===== src/rtl/cir_pkg.sv =====
package cir_pkg;

    localparam int CW   = 21;
    localparam int NW   = 16;
    localparam int PW   = CW + NW + 1;
    localparam int VNW  = PW + 2;
    localparam int NEGW = VNW - 1;
    localparam int KW   = 11;
    localparam int MW   = 24;
    localparam int BW   = 9;
    localparam int CFW  = 9;
    localparam int PENW = 20;
    localparam int CMW  = PENW + CFW;
    localparam int JW   = 37;
    localparam int DNW  = MW + 1;
    localparam int DVW  = JW + DNW;
    localparam int RW   = JW + NW - 22;
    localparam int SW   = RW + 2;
    localparam int LAT  = JW + 6;

    localparam logic [CFW-1:0]      CF_RESET = 9'd205;
    localparam logic signed [SW-1:0] SMAX    = SW'((1 << (CW - 1)) - 1);
    localparam logic signed [SW-1:0] SMIN    = -SMAX - SW'(1);

    typedef enum logic [1:0] {
        OC_STATIC     = 2'd0,
        OC_SEPARATING = 2'd1,
        OC_RESOLVED   = 2'd2
    } t_outcome;

    typedef struct packed {
        logic [3*NW-1:0] n;
        logic [3*CW-1:0] v1;
        logic [3*CW-1:0] v2;
        logic [3*CW-1:0] p1;
        logic [3*CW-1:0] p2;
        t_outcome        outcome;
    } t_side;

    typedef struct packed {
        logic [JW-1:0] j1;
        logic [JW-1:0] j2;
        logic [JW-1:0] c1;
        logic [JW-1:0] c2;
    } t_share;

    function automatic logic [CW-1:0] sat(input logic signed [SW-1:0] x);
        if (x > SMAX) begin
            return SMAX[CW-1:0];
        end else if (x < SMIN) begin
            return SMIN[CW-1:0];
        end else begin
            return x[CW-1:0];
        end
    endfunction

endpackage


===== src/rtl/cir_dot_lane.sv =====
module cir_dot_lane (
    input  logic                             i_clk,
    input  logic signed [cir_pkg::CW-1:0]    i_v1,
    input  logic signed [cir_pkg::CW-1:0]    i_v2,
    input  logic signed [cir_pkg::NW-1:0]    i_n,
    output logic signed [cir_pkg::PW-1:0]    o_prod
);

    logic signed [cir_pkg::CW:0]   w_dv;
    logic signed [cir_pkg::PW-1:0] r_prod;

    assign w_dv = (cir_pkg::CW + 1)'(i_v2) - (cir_pkg::CW + 1)'(i_v1);

    always_ff @(posedge i_clk) begin
        r_prod <= w_dv * i_n;
    end

    assign o_prod = r_prod;

endmodule


===== config.mk =====
export PLATFORM = sky130hd
export DESIGN_NAME = cir_dot_lane
export DESIGN_NICKNAME = d
export VERILOG_FILES = /design/src/rtl/cir_pkg.sv /design/src/rtl/cir_dot_lane.sv
export SDC_FILE = /design/constraint.sdc
export NUM_CORES = 1
export LEC_CHECK = 0
export ABC_AREA = 1
export BUFFER_PORTS_ARGS = -buffer_cell sky130_fd_sc_hd__buf_4
export CAP_MARGIN = 20
export CORE_UTILIZATION = 56
export DETAILED_ROUTE_END_ITERATION = 8
export PLACE_DENSITY_LB_ADDON = 0.05
export SYNTH_ARGS = -nofsm -noshare
export SYNTH_HDL_FRONTEND = slang
export SYNTH_SLANG_ARGS = --single-unit

===== constraint.sdc =====
create_clock -name i_clk -period 19.4 [get_ports i_clk]
set_clock_uncertainty 0.05 [all_clocks]
set_input_delay 4.85 -clock i_clk [delete_from_list [all_inputs] [get_ports i_clk]]
set_output_delay 4.85 -clock i_clk [all_outputs]
set_load 0.03 [all_outputs]

==> run summary, run 1 <==
The worst hold path belongs to the class in -> reg. The number of nets in the synthesized netlist is 2,595. Counting flops and latches in the post-synthesis netlist gives 38. The count of mapped cells out of synthesis was 2,074; the fraction of final layout cells sized beyond drive strength 1 was 0.0681. The via count of the first global-routing pass was 14,015. No sink is reached through more buffers than the 2 on the longest clock path. Entering global routing, the biggest net connects 23 pins. The H-tree generated during clock tree synthesis spans 2 levels. The run gives 0.323 as the total routing resource utilization after global routing. The first global-routing pass estimated 71,000 um of wire.

The maximum clock frequency was 82.8 MHz. Leaving out fill and tap cells, the most frequent cell in the layout is inv_1. The height of the die works out to 170 um. The average routed wire per standard cell came out at 17.3 um. The run finished with clean final reports. The routed design could run at a clock period as short as 12.08 ns.

Across the run, the number of max-cap violations was 0. Clock tree synthesis selected as its root buffer the cell clkbuf_16. The worst hold path depth was 4; the fraction of the core area covered by cells at the end of the flow was 0.610.

The worst setup path is launched from a primary input. The critical path starts at i_v1[0]. The number of unique standard cell types used by synthesis is 41. The final worst-path cycle share was 0.623. The layout has 2,678 filler cells. Setup violations remaining at the end of the flow were counted as 0. Port buffering added 96 buffers. The final wirelength came out at 43,500 um. For the pin with the worst max-slew slack, the measured transition is 1.07 ns. The top cell types in the final layout, fill and taps aside, are inv_1 (559), nand2_1 (469), fa_1 (347). The tools report the number of failing hold endpoints at the final stage as 0.

Adding up every negative setup slack in the final design gives 0 ns. The critical path contains buffers and inverters numbering 8 combined. The number of buffers inserted for hold repair after clock tree synthesis is 0. The run gives 0.569 as the effective utilization at floorplan. The kind of cell with the highest combined delay along the critical path is adder cells. The number of ports placed on the die boundary is 97, and the number of flip-flops in the largest register is 38. After synthesis, the mean cell area works out to 7.62 um^2. The first-pass iteration count of the detailed router was 5. The routed layout has 13,243 vias.

The area added between synthesis and finish was 7.16%. The kind of critical path is in -> reg. The netlist area before placement was 15,800 um^2; the number of sinks on the clock net was 38. The proportion of synthesized chip area in sequential cells was 0.0481; the number of buffers added by the clock tree synthesis step was 5. The tools report the number of warnings reported in the yosys synthesis log as 0. For this run the aggregate overflow at the end of global routing stands at 0. The run gives 61 as the number of core rows. Maximum cell stage delay along the critical path: 0.75 ns.

Dividing the detail-routed via count by the number of cells gives 5.25. The count of cells resized by post-cts repair was 0. Clock-pin slew was measured on the worst setup and hold paths at 0.06 ns. The number of routed nets with antenna violations is 0, and the number of antenna violations at the first check in global routing is 0. The number of slew-limit violations in the final report is 0.

The detailed router finished its first iteration with 986 violations. For the detailed-placement wirelength estimate, the log shows 37,700 um. Nature of the critical path endpoint: a flop. The buffers inserted during post-CTS setup optimization is 0, and the data arrival time of the worst path is 12.19 ns. The floorplan die width was 170 um. The required arrival time at the worst endpoint was 19.51 ns; the area of the die was 28,900 um^2.

The run gives 0.281 as the normalized max-slew margin. For the placeable core area, the log shows 27,800 um^2. The tools report the start point of the worst hold path as i_n[0]. On the critical path, the stage with the largest delay is an instance of xor2_1. The net count of the finished layout is 2,663. The final routed DRC violation total was 0.

Setup repair after global routing left no endpoint under its margin. The congestion estimate from routability-driven global placement came to 0.950. The top fanout value on the critical path works out to 11. TritonCTS built the clock tree.

The total stage count of the critical path is 28.
-- kinds of logic after synthesis --
group | after synthesis | share of synthesized area
simple gates | 846 | 0.219
buf+inv | 605 | 0.150
fa+ha+maj | 462 | 0.531
compound gates | 88 | 0.0305
flops | 38 | 0.0481
xor+xnor | 35 | 0.0218
-- layer usage --
metal | global-route usage | vias to the layer above | part of all wire | routed length [um]
met3 | 0.0574 | 101 | 0.080 | 3490
met2 | 0.564 | 476 | 0.49 | 21200
met1 | 0.403 | 6549 | 0.40 | 17300
met5 | 0 | - | 0 | 0
li1 | - | 6117 | - | -
met4 | 0.110 | 0 | 0.036 | 1560
-- per-stage QoR --
stage,instances,setup slack [ns],hold WS (ns),area [um^2]
finish,2522,7.32,5.09,16900
global route,2521,6.89,5.13,16900
CTS,2521,7.38,5.08,16900
detailed placement,2513,7.10,5.23,16800
global placement,2513,7.26,5.23,16800
floorplan,2074,8.50,5.09,15800
-- layout make-up --
cell class / instances / area (um^2) / share of cell area
multi-input cells: 1431 / 12700 / 0.748
clock buffers: 6 / 139 / 0.00820
inverters: 565 / 2120 / 0.125
well taps: 378 / 473 / 0.0279
flip-flops and latches: 38 / 761 / 0.0449
diodes: 1 / 2.50 / 0.000148
clock inverters: 2 / 12.5 / 0.000739
repair buffers: 101 / 758 / 0.0448
-- worst paths after layout --
check	to	slack [ns]
worst max-delay path	o_prod[25]$_DFF_P_	7.32
worst min-delay path	o_prod[0]$_DFF_P_	5.09
-- synthesized netlist by cell type, drive strengths merged --
| cell type | n | area, um^2 |
|---|---|---|
| inv | 562 | 2110 |
| o21a | 1 | 7.51 |
| o21bai | 10 | 75.1 |
| a21o | 2 | 15.0 |
| dlymetal6s2s | 1 | 12.5 |
| nor2 | 239 | 905 |
| fa | 347 | 6950 |
| clkinv | 3 | 11.3 |
| and2 | 3 | 18.8 |
| a31oi | 1 | 6.26 |
| nand2 | 486 | 1890 |
| nand3b | 2 | 15.0 |
| nor4 | 1 | 6.26 |
| nand3 | 89 | 455 |
| xor2 | 30 | 300 |
| dlygate4sd1 | 4 | 35.0 |
| buf | 13 | 104 |
| a21oi | 54 | 278 |
| ha | 115 | 1440 |
| nand2b | 1 | 6.26 |
| o21ai | 20 | 100 |
| nand4 | 14 | 100 |
| clkbuf | 19 | 71.3 |
| dlygate4sd3 | 3 | 30.0 |
| nor3 | 8 | 45.0 |
| or2 | 2 | 15.0 |
| and3 | 1 | 6.26 |
| dfxtp | 38 | 761 |
| xnor2 | 5 | 43.8 |
Power of run 1 is left out: the tool's default activity adds up to more than one toggle a clock period on the data nets, which glitch-free logic cannot reach.
==> inputs of run 2 (changes only) <==
Clock period 19.4 ns to 10 ns, I/O delays scaled along.
==> run summary, run 2 (synthesized netlist as in run 1, its figures left out) <==
The flow ran to the end, and the final reports show no timing, DRC or antenna violations. The final setup violation count was 0. The clock slew seen by the registers of the worst setup and hold paths works out to 0.06 ns. In this run the worst hold path is classified as in -> reg. The remaining global-route overflow was 0; the number of failing hold endpoints at the final stage was 0. The number of flip-flops in the largest register is 38, and the transition at the pin with the smallest max-transition slack is 0.758 ns.

0 antenna diodes ended up in the layout. The number of slew-limit violations in the final report was 0; the H-tree level count was 2. Required arrival time at the worst endpoint: 10.13 ns.

For the final routed database, the setup TNS stands at 0 ns. The layout has 2,684 filler cells. Along the worst path, the maximum fanout reaches 10. The tools report the area of the die as 28,900 um^2. The logs give 14,066 for the via count of the first global-routing pass and 9.58 ns for the data arrival time of the worst path. After floorplanning, the core was divided into 61 placement rows.

The final worst-path cycle share works out to 0.945. The startpoint identified for the worst hold timing path is i_n[0]. Slowest library cell on the worst path: fa_1. After detailed routing, the average wire length per cell comes to 17.6 um. For the effective utilization at floorplan, the log shows 0.569.

For the global-route wire length before repair, the log shows 72,500 um. Dividing the detail-routed via count by the number of cells gives 5.27. The tightest hold path in the finished design has a slack of 2.77 ns.

Capture point of the worst path: o_prod[36]$_DFF_P_. Kind of critical path: in -> reg. The time the final worst path needs with I/O delays and setup is 9.45 ns, and the total via count after detailed routing is 13,343. The count of cells resized by post-cts repair was 0.

The congestion estimate from routability-driven global placement came to 0.965. The most frequent cell on the critical path was nand2_1. The first-pass iteration count of the detailed router came out at 5.

The nature of the critical path endpoint is a flop. In this run the clock root is driven by a clkbuf_16. The run gives 0.332 as the total routing resource utilization after global routing. In this run the vertical extent of the chip is 170 um. The logs give 38 for the number of sinks on the clock net and 0 for the number of violations of the max-capacitance limit. In the final design database the tool counted 2,675 nets. For the maximum number of pins on one net before global-route repair, the log shows 23.

In this run the count of I/O pins placed on the die edge is 97. Startpoint class of the critical path: a primary input. The maximum cell stage delay along the critical path came out at 0.68 ns. The floorplan die width came out at 170 um. Based on the critical path, the design can be clocked at up to 106 MHz. The tools report the number of antenna violations at the first check in global routing as 0. The clock passes through at most 2 buffers. Once detail routing completed, the nets flagged for antenna violations numbered 0. The detailed-placement wirelength estimate came out at 38,300 um.

In the layout the commonest cells are inv_1 (559), nand2_1 (469), fa_1 (347). Clock tree synthesis inserted a total of 5 buffers. The normalized max-slew margin came out at 0.494. Setup repair after global routing left no endpoint under its margin.

Most common cell after layout, fill and taps aside: inv_1. Buffers inserted to repair hold after CTS numbered 0. Once the clock tree was built, the setup fixing pass inserted 0 buffers. Wires add up to 44,500 um. The area growth from synthesis to layout is 7.72%. The launching element of the worst setup path is i_v1[2]. The violation count after the first detailed-route iteration is 948, and the final routed DRC violation total is 0. The fraction of final layout cells sized beyond drive strength 1 was 0.0733; the placeable core area was 27,800 um^2. TritonCTS built the clock tree.

Input and output buffers added on the ports amount to 96.
==> run 2: routing by layer <==
metal,vias to the layer above,track usage,routed length (um)
met5,-,0,0
met4,0,0.121,1830
met3,107,0.0444,3370
met2,540,0.560,20900
met1,6555,0.439,18400
li1,6141,-,-
==> run 2: area by class of cell <==
class	instances	area (um^2)	area share
inverter	565	2120	0.125
timing repair buffer	113	848	0.0498
multi-input combinational	1431	12700	0.744
clock inverter	2	12.5	0.000735
clock buffer	6	139	0.00816
sequential	38	761	0.0447
tap	378	473	0.0278
==> run 2: metrics by stage <==
stage               cells  setup WS (ns)  instance area (um^2)   util
finish               2533          0.548                 17000  0.613
CTS                  2533          0.642                 17000  0.613
floorplan            2074           1.45                 15800      -
global route         2533         0.0927                 17000  0.613
global placement     2525          0.425                 16900  0.607
detailed placement   2525          0.346                 16900  0.607
==> run 2: worst min path at each step <==
stage / end / slack [ns] / cells after the start
6_report: o_prod[0]$_DFF_P_ / 2.77 / 4
5_1_grt: o_prod[0]$_DFF_P_ / 2.77 / 4
4_1_cts: o_prod[0]$_DFF_P_ / 2.75 / 4
3_5_place_dp: o_prod[37] / 2.88 / 1
3_3_place_gp: o_prod[20] / 2.88 / 1
2_1_floorplan: o_prod[0]$_DFF_P_ / 2.74 / 2
==> run 2: worst max-delay path, delay by kind of cell <==
kind	cells	cell delay, ns
AO/OA/AOI/OAI	1	0.28
adder cells (fa/ha/maj)	8	3.98
buffers and inverters	6	0.57
AND/OR/NAND/NOR	15	2.25
Power of run 2 is left out for the same reason.
==> inputs of run 3 (changes only) <==
Settings changed: BUFFER_PORTS_ARGS -buffer_cell sky130_fd_sc_hd__buf_4 to unset, CORE_UTILIZATION 56 to 45, DONT_BUFFER_PORTS set to 1.
==> run summary, run 3 (synthesized netlist as in run 1, its figures left out) <==
For the normalized max-slew margin, the log shows 0.457. The final layout contains 2,584 nets. The first global-routing pass estimated 76,100 um of wire.

The top cell types in the final layout, fill and taps aside, are inv_1 (559), nand2_1 (469), fa_1 (347). The min-delay analysis places its worst path in the category in -> reg. The run gives 0.476 as the fraction of the core area covered by cells at the end of the flow. The cell sitting at the root of the clock tree is a clkbuf_16.

Max-cap violations in this run came to 0. The clock net in this run drives a total of 38 sinks. The number of ports placed on the die boundary was 97. After clock tree synthesis, the clock-pin slew on the worst setup and hold paths is 0.07 ns. The number of fill cells in the layout was 3,682; the buffering stage count on the worst path with inverters included was 5.

The worst setup path is captured at a flop. Kind of cell with the highest combined delay on the critical path: adder cells. The sequential cells in the finished layout cover a total of 761 um^2. The logs give 0.458 for the effective utilization at floorplan and 5 for the first-pass iteration count of the detailed router. The register with the most flip-flops in the layout has 38 of them. For the total routing resource utilization after global routing, the log shows 0.281. The tools report the startpoint class of the critical path as a primary input. The slowest stage of the critical path belongs to the cell fa_1. The run gives 2 as the worst-case clock buffer depth. At the worst endpoint, the required time is 10.13 ns. For the pin with the worst max-slew slack, the measured transition is 0.814 ns.

The final wirelength is 47,000 um, and the data arrival time of the worst path is 9.58 ns. In this run the post-CTS setup repair buffer count came out at 0. The die is 189 um tall.

The fraction of final layout cells sized beyond drive strength 1 works out to 0.0329. The number of antenna diodes in the final layout is 0. The total stage count of the critical path was 29; the time the final worst path needs with I/O delays and setup was 9.45 ns. Summing all multi-input logic gate instances after layout gives 12,700 um^2.

During placement, the flow inserted port buffers numbering 0. Dividing the detail-routed wire length by the instance count gives 18.7 um. Summed over all layers, the global routing overflow is 0.

The maximum cell stage delay along the critical path was 0.67 ns. The kind of critical path was in -> reg. The number of vias per cell was 5.06. Final hold analysis gives a worst-case slack of 2.55 ns.

The run gives 40,300 um as the detailed-placement wirelength estimate. The area of the die came out at 35,900 um^2. In this run the number of H-tree levels came out at 2. Based on the critical path, the design can be clocked at up to 106 MHz. The region available for standard cell placement spans 34,500 um^2.

Of all nets on the critical path, the largest fanout is 10. The die is 189 um wide. Setup repair after global routing left no endpoint under its margin. The flow ran to the end, and the final reports show no timing, DRC or antenna violations. The tools report the maximum number of pins on one net before global-route repair as 23. The final weighted congestion in routability-driven placement is 0.904.

Relative to the synthesized area, the layout overhead comes to 4.02%. The library cell used most frequently in the layout, excluding fill and tap cells, is inv_1. The most frequent cell on the critical path was nand2_1. TritonCTS built the clock tree. The run gives 0 as the number of antenna violations at the first check in global routing. The number of core rows came out at 68. Counting the buffers created by CTS gives 5. The worst hold path passes through 3 cells. The final worst-path cycle share was 0.945; the final routed DRC violation total was 0. The via count of the first global-routing pass came out at 13,924. After the first detailed-routing iteration, the DRC count stood at 784.

The number of routed nets with antenna violations was 0. Post-route setup TNS: 0 ns. The total via count after detailed routing is 12,756.

The number of failing hold endpoints at the final stage is 0. The number of slew-limit violations in the final report is 0, and the final setup violation count is 0.
-- run 3: cell count changes in the layout (fill, tap and decap cells not counted) --
| cell | change |
|---|---|
| buf_4 | -91 |
| nor2_1 | -1 |
| nor2_2 | +1 |
-- run 3: path summary, 6_finish.rpt --
path     from                  to  slack [ns]
max   i_v1[2]  o_prod[36]$_DFF_P_        0.55
min    i_n[0]   o_prod[0]$_DFF_P_        2.55
-- run 3: repair_timing --
action	CTS	global route
endpoints found under the setup margin	0	2
hold buffers	0	0
resized for setup	0	1
-- run 3: final cells by class --
class	count	share of cell area
tap	455	0.0346
sequential	38	0.0463
clock inverter	2	0.000761
timing repair buffer	22	0.0100
inverter	565	0.129
multi-input combinational	1431	0.771
clock buffer	6	0.00845
-- run 3: stage by stage --
step	std cells	area [um^2]	setup WS, ns
final	2519	16400	0.550
after global routing	2519	16400	0.113
after global placement	2511	16300	0.267
after detailed placement	2511	16300	0.243
after floorplan	2074	15800	1.45
after CTS	2519	16400	0.530
-- run 3: metal layers --
metal / wire length, um / vias to the layer above / GRT usage
met5: 0 / - / 0
met4: 1550 / 0 / 0.0853
li1: - / 5950 / -
met1: 20700 / 6364 / 0.373
met2: 22200 / 363 / 0.475
met3: 2540 / 79 / 0.0363
Power of run 3 is left out for the same reason.
